**config.mk**
```make
export PLATFORM = sky130hd
export DESIGN_NAME = nns_div
export DESIGN_NICKNAME = d
export VERILOG_FILES = /design/src/rtl/core/nns_pkg.sv /design/src/rtl/core/nns_div.sv
export SDC_FILE = /design/constraint.sdc
export NUM_CORES = 1
export LEC_CHECK = 0
export ABC_AREA = 1
export BUFFER_PORTS_ARGS = -buffer_cell sky130_fd_sc_hd__buf_2
export CORE_UTILIZATION = 45
export DETAILED_ROUTE_END_ITERATION = 8
export MAX_ROUTING_LAYER = met4
export PLACE_DENSITY_LB_ADDON = 0.15
export SETUP_SLACK_MARGIN = 0.1
export SLEW_MARGIN = 20
export SYNTH_ARGS = -nofsm -noshare
export SYNTH_HDL_FRONTEND = slang
export SYNTH_SLANG_ARGS = --single-unit
```
**constraint.sdc**
```tcl
create_clock -name clock -period 4.65 [get_ports clock]
set_input_delay 0.93 -clock clock [delete_from_list [all_inputs] [get_ports clock]]
set_output_delay 0.93 -clock clock [all_outputs]
set_load 0.02 [all_outputs]
```
**src/rtl/core/nns_pkg.sv**
```systemverilog
// ----------------------------------------------------------------------------
// nns_pkg
// Shared types and constants for the nearest-neighbour image scaler.
// ----------------------------------------------------------------------------
package nns_pkg;

   localparam int CSR_W     = 13;
   localparam int CSR_IDX_W = 3;
   localparam int PIX_W     = 32;

   localparam int IMAGE_PIXELS_DEF = 16384;
   localparam int DIM_MAX_DEF      = 4096;

   localparam logic [CSR_IDX_W-1:0] CSR_SRC_WIDTH  = 3'd0;
   localparam logic [CSR_IDX_W-1:0] CSR_SRC_HEIGHT = 3'd1;
   localparam logic [CSR_IDX_W-1:0] CSR_DST_WIDTH  = 3'd2;
   localparam logic [CSR_IDX_W-1:0] CSR_DST_HEIGHT = 3'd3;
   localparam logic [CSR_IDX_W-1:0] CSR_HAS_ALPHA  = 3'd4;

   localparam logic OP_LOAD  = 1'b0;
   localparam logic OP_FETCH = 1'b1;

   typedef struct packed {
      logic             op;
      logic [PIX_W-1:0] pixel_in;
   } req_type;

   typedef struct packed {
      logic [PIX_W-1:0] pixel_out;
      logic             last;
   } rsp_type;

endpackage

```
**src/rtl/core/nns_div.sv**
```systemverilog
// ----------------------------------------------------------------------------
// nns_div
// Restoring divider, one quotient bit per cycle, shared by row and column.
// ----------------------------------------------------------------------------
module nns_div
   import nns_pkg::*;
#(
   parameter int N_W = 25,
   parameter int D_W = 13
) (
   input  logic           clock,
   input  logic           reset,
   input  logic           start,
   input  logic [N_W-1:0] dividend,
   input  logic [D_W-1:0] divisor,
   output logic           busy,
   output logic [N_W-1:0] quotient
);

   localparam int CNT_W = $clog2(N_W + 1);

   logic [D_W-1:0]   rem_ff, rem_in;
   logic [N_W-1:0]   dq_ff, dq_in;
   logic [D_W-1:0]   dvs_ff, dvs_in;
   logic [CNT_W-1:0] cnt_ff, cnt_in;
   logic [D_W:0]     shifted;
   logic [D_W:0]     diff;
   logic             ge;

   assign shifted = {rem_ff, dq_ff[N_W-1]};
   assign ge      = shifted >= {1'b0, dvs_ff};
   assign diff    = shifted - {1'b0, dvs_ff};

   always_comb begin
      rem_in = rem_ff;
      dq_in  = dq_ff;
      dvs_in = dvs_ff;
      cnt_in = cnt_ff;
      if (start) begin
         rem_in = '0;
         dq_in  = dividend;
         dvs_in = divisor;
         cnt_in = CNT_W'(N_W);
      end else if (cnt_ff != '0) begin
         rem_in = ge ? diff[D_W-1:0] : shifted[D_W-1:0];
         dq_in  = {dq_ff[N_W-2:0], ge};
         cnt_in = cnt_ff - 1'b1;
      end
   end

   always_ff @(posedge clock) begin
      if (reset) begin
         cnt_ff <= '0;
      end else begin
         cnt_ff <= cnt_in;
      end
   end

   always_ff @(posedge clock) begin
      rem_ff <= rem_in;
      dq_ff  <= dq_in;
      dvs_ff <= dvs_in;
   end

   assign busy     = cnt_ff != '0;
   assign quotient = dq_ff;

endmodule

```
==> flow_metrics.py, run 1 <==
metrics = {
    "outcome": {
        "outcome": "finished clean",
    },
    "global_routing": {
        "gr-usage-all-layers_pct": 20.9,
        "grt_start_max_net_pins": 40,
        "grt_overflow_total": 0,
        "grt_pass1_wl_mm": 12.0,
        "grt_pass1_vias": 2652,
        "antenna_found_initial": 0,
    },
    "synth": {
        "synth_warnings": 0,
        "synth-seq-cells": 56,
        "syn_avg_cell_area_sq_um": 7.92,
        "yosys.area.top_type_share_pct": 34.8,
        "ys_top_cells_by_count": "166 x nand2_1, 63 x inv_1, 38 x edfxtp_1",
        "synthDistinctLibCells": 33,
        "ys_seq_area_share_pct": 45.8,
        "syn-cell-area_sq_um": 3280,
        "syn_inst": 414,
        "synth-simple-area-share_pct": 34.1,
        "synth_fa_ha_area_share_pct": 5.96,
        "yosys.cell_count.top_type": "nand2_1",
        "synth_xor_area_share_pct": 1.60,
        "syn-num-nets": 470,
        "synth_edf_count": 38,
        "ys.flop_type": "edfxtp_1",
        "ys_async_sr_fraction_pct": 0,
        "synth-compound-area-share_pct": 2.94,
        "synth_top_family_by_area": "simple AND/OR/NAND/NOR gates",
        "synthMuxAreaShare_pct": 0,
        "synth_area_leaders": "edfxtp_1 35%, nand2_1 19%, dfxtp_1 11%",
        "synth_area_leader_cell": "edfxtp_1",
    },
    "cts": {
        "cts_setup_buffers": 0,
        "clk_pin_slew_ns": 0.11,
        "cts_buffers": 5,
        "htree_levels": 2,
        "clock_latency_ns": 0.31,
        "cts_tree": "built",
        "root_buffer": "clkbuf_8",
        "cts_hold_buffers": 0,
        "clockBufferDepth": 2,
        "cts.sink_count": 56,
        "cts_resized": 0,
    },
    "detailed_routing": {
        "ant_nets": 0,
        "avgRoutedWirePerCell_um": 11.9,
        "viasPerCell": 4.72,
        "wl_mm": 6.87,
        "route.detailed.drc": 0,
        "drt_pre_antenna_iters": 4,
        "first_iter_violations": 135,
        "vias": 2715,
    },
    "cells_and_area": {
        "stdcell_count": 575,
        "n_antenna_cell": 0,
        "fin_nets": 534,
        "final_util_pct": 54.5,
        "multi_input_area_sq_um": 1460,
        "drive_above_1_share_pct": 21.9,
        "filler_cell_count": 688,
        "area_growth_pct": 14.8,
        "ff_latch_area_sq_um": 1500,
    },
    "placed_design": {
        "dp_slack_ns": 1.78,
        "io_buffers": 66,
        "dp_hpwl_mm": 5.10,
        "gp_congestion": 0.835,
        "numPlacedInstances": 567,
    },
    "sta": {
        "min_period_ns": 2.90,
        "setup_viol": 0,
        "clock_skew_ns": 0.0114,
        "slew_headroom_pct": 33.5,
        "rsz0062_at_grt": "no",
        "period_share_pct": 62.3,
        "fin_ws_ns": 1.75,
        "maxSlewViolCount": 0,
        "tightest_slew_ns": 0.996,
        "clock.fmax_mhz": 345,
        "hold_viol_final": 0,
        "fin_setup_tns_ns": 0,
        "holdWs_ns": 0.466,
    },
    "setup_path": {
        "startpoint_type": "register",
        "cp_max_fo": 26,
        "cp_slowest_cell": "inv_1",
        "arrival_ns": 2.78,
        "critical_path_class": "register to register",
        "crit_required_ns": 4.53,
        "cp-end-kind": "register",
        "crit_chain": "inv_1 -> ha_1 -> nand2_1 -> nor2_1 -> inv_1 -> nor2_1 -> inv_1",
        "crit_path_max_incr_delay_ns": 0.71,
        "crit_top_cell": "inv_1",
    },
    "power_and_ir_drop": {
        "power_leakage_uw": 0.00197,
        "powerDensity_nw_per_um2": 483,
        "vdd_drop_max_mv": 0.206,
    },
    "min_path": {
        "hold_class": "register to register",
    },
    "flow_run": {
        "maxCapViolCount": 0,
    },
    "floorplanning": {
        "core_sq_um": 6910,
        "initial_utilization_pct": 47.4,
        "die_x_um": 87.3,
        "ios": 67,
        "die_h_um": 87.3,
        "die_area_sq_um": 7630,
        "rows": 30,
    },
}
layout by cell type, fill, tap and decap left out:
master,netlist,routed
nand2_2,7,7
nor2_1,18,18
edfxtp_1,38,38
dfxtp_1,18,18
nor3_1,1,1
nor2_2,4,4
a211oi_1,1,1
nand3_2,8,8
o21ai_0,3,3
a21oi_1,4,4
clkinv_2,0,1
o21ai_2,1,1
a31oi_1,1,1
a21oi_4,1,1
ha_1,14,14
nand3_1,21,21
nand2_1,166,166
clkinvlp_4,0,1
xnor2_1,5,5
nand4_4,1,1
inv_6,0,1
a21o_1,1,1
inv_2,4,4
clkbuf_8,0,5
nand4_1,15,15
o21ai_1,3,3
xor2_1,1,1
buf_2,2,66
inv_1,63,63
fa_1,1,1
buf_4,2,1
nor2_4,1,1
nand3_4,1,1
nand2_4,2,2
registers in the layout (all words and copies together) (netlist names):
register and count:
cnt_ff 5, dvs_ff 13, quotient 25, rem_ff 13
where the power goes:
| part | internal, uW | switching (uW) |
|---|---|---|
| Combinational | 294 | 552 |
| Clock | 107 | 164 |
| Sequential | 635 | 63.1 |
worst paths after layout:
path / slack (ns) / cells past startpoint / start / endpoint
setup / recovery: 1.75 / 7 / cnt_ff[0] / quotient[19]
hold reg to reg: 0.47 / 2 / cnt_ff[4] / cnt_ff[4]
setup reg to reg: 1.75 / 7 / cnt_ff[0] / quotient[19]
hold / removal: 0.47 / 2 / cnt_ff[4] / cnt_ff[4]
stage by stage:
stage,instance area [sq um],total power (uW)
floorplan,3280,1380
global placement,3670,1540
detailed placement,3670,1550
CTS,3760,1830
global route,3760,1980
finish,3760,1820
logic make-up after synthesis:
logic type | Yosys count
and+or+nand+nor | 245
AOI/OAI and AO/OA | 15
DFF | 56
adders and majority gates | 15
buffers and inverters | 77
xor gates and xnor gates | 6
final cells by class:
cell class              count  area share [%]
clock buffers               5            1.83
clock inverters             3           0.566
inverters                  67            6.69
multi-input cells         281            38.8
flip-flops and latches     56            39.9
well taps                  96            3.19
repair buffers             67            8.98
critical path, delay by kind of cell, from the launching register on:
family,cells,cell delay [ns]
fa+ha+maj,1,0.20
buf+inv,3,1.00
simple gates,3,0.93
flops,1,0.33
layer usage:
layer | vias to the layer above | wire [um] | track usage, %
met4 | 0 | 113 | 6.86
met5 | - | 0 | -
met2 | 77 | 3010 | 32.5
met1 | 1193 | 3420 | 27.8
met3 | 8 | 329 | 3.41
li1 | 1437 | - | -
Power figures use the tool's default switching activity.
==> inputs of run 2 (changes only) <==
clock period = 2.6 ns   (was 4.65 ns; I/O delays follow)
==> flow_metrics.py, run 2 (same netlist as run 1, synthesis figures left out) <==
metrics = {
    "sta": {
        "setup_viol": 0,
        "fin_ws_ns": 0.294,
        "clock_skew_ns": 0.00780,
        "min_period_ns": 2.31,
        "maxSlewViolCount": 0,
        "clock.fmax_mhz": 434,
        "slew_headroom_pct": 69.2,
        "fin_setup_tns_ns": 0,
        "period_share_pct": 88.7,
        "holdWs_ns": 0.382,
        "hold_viol_final": 0,
        "tightest_slew_ns": 0.461,
        "rsz0062_at_grt": "no",
    },
    "setup_path": {
        "critical_path_class": "register to register",
        "cp_max_fo": 11,
        "cp-end-kind": "register",
        "r2r_cells": 13,
        "arrival_ns": 2.55,
        "crit_required_ns": 2.84,
        "startpoint_type": "register",
    },
    "cells_and_area": {
        "fin_nets": 538,
        "largest_reg_flops": 25,
        "n_antenna_cell": 0,
        "final_cell_mix": "166 x nand2_1, 66 x buf_2, 63 x inv_1",
        "final_common_cell": "nand2_1",
        "area_growth_pct": 16.0,
        "drive_above_1_share_pct": 22.2,
        "stdcell_count": 579,
        "filler_cell_count": 704,
    },
    "cts": {
        "cts_resized": 0,
        "htree_levels": 2,
        "cts_buffers": 5,
        "clk_pin_slew_ns": 0.10,
        "root_buffer": "clkbuf_8",
        "cts_setup_buffers": 0,
        "cts_hold_buffers": 0,
        "cts_tree": "built",
        "clock_latency_ns": 0.30,
        "clockBufferDepth": 2,
        "cts.sink_count": 56,
    },
    "global_routing": {
        "grt_pass1_wl_mm": 11.4,
        "gr-usage-all-layers_pct": 19.6,
        "antenna_found_initial": 0,
        "grt_pass1_vias": 2520,
        "grt_start_max_net_pins": 34,
        "grt_overflow_total": 0,
    },
    "placed_design": {
        "dp_hpwl_mm": 4.99,
        "io_buffers": 66,
        "gp_congestion": 0.894,
        "dp_slack_ns": 0.292,
        "numPlacedInstances": 570,
    },
    "detailed_routing": {
        "drt_pre_antenna_iters": 4,
        "viasPerCell": 4.75,
        "ant_nets": 0,
        "wl_mm": 6.81,
        "first_iter_violations": 183,
        "avgRoutedWirePerCell_um": 11.8,
        "vias": 2752,
        "route.detailed.drc": 0,
    },
    "power_and_ir_drop": {
        "power_leakage_uw": 0.00200,
        "vdd_drop_max_mv": 0.339,
        "powerDensity_nw_per_um2": 849,
    },
    "min_path": {
        "min_path_cells": 1,
        "hold_class": "input port to register",
    },
    "floorplanning": {
        "ios": 67,
        "core_sq_um": 6910,
        "die_area_sq_um": 7630,
        "die_x_um": 87.3,
        "rows": 30,
        "die_h_um": 87.3,
        "initial_utilization_pct": 47.4,
    },
    "flow_run": {
        "maxCapViolCount": 0,
    },
    "outcome": {
        "outcome": "finished clean",
    },
}
-- run 2: changes by cell type in the layout (fill, tap and decap cells not counted), sizes merged --
cell    previous run  this run
buf               67        70
clkbuf             5         6
inv               68        67
nand3             30        31
-- run 2: cell type report --
type                            instances  area, sq um  area share, %
Sequential cell                        56         1500           39.5
Multi-Input combinational cell        282         1470           38.7
Timing Repair Buffer                   70          373           9.81
Inverter                               67          251           6.62
Tap cell                               96          120           3.16
Clock buffer                            6         72.6           1.91
Clock inverter                          2         11.3          0.296
-- run 2: report_power, final --
group / total, uW / internal [uW] / switching (uW) / leakage, uW
Combinational: 1520 / 537 / 986 / 0.00142
Sequential: 1240 / 1130 / 107 / 0.000545
Clock: 462 / 188 / 274 / 0.0000388
-- run 2: per-stage QoR --
stage	power, uW	utilization (%)	instance area (sq um)
after CTS	3240	54.9	3790
after floorplan	2470	-	3280
after global placement	2750	53.7	3710
after detailed placement	2760	53.7	3710
final	3230	55.0	3800
after global routing	3500	55.0	3800
-- run 2: final timing paths --
| kind | slack [ns] | startpoint | to |
|---|---|---|---|
| worst min register to register | 0.47 | cnt_ff[4] | cnt_ff[4] |
| worst min-delay path | 0.38 | divisor[10] | dvs_ff[10] |
| worst max-delay path | 0.29 | quotient[24] | rem_ff[6] |
| worst max register to register | 0.29 | quotient[24] | rem_ff[6] |
-- run 2: routing by layer --
metal  share of wire [%]  track usage, %
met1                  51            27.2
met2                  44            30.3
met3                 4.3            3.32
met4                0.79            4.02
met5                   0               -
-- run 2: worst max-delay path: stages (launching register included) --
cell	delay, ns
edfxtp_1	0.41
inv_1	0.07
ha_1	0.13
inv_1	0.07
fa_1	0.44
nand2_1	0.10
nand2_1	0.06
nand3_1	0.07
nand2_1	0.12
nand2_4	0.17
nand3_2	0.30
nand2_2	0.19
nand3_2	0.07
o21ai_2	0.06
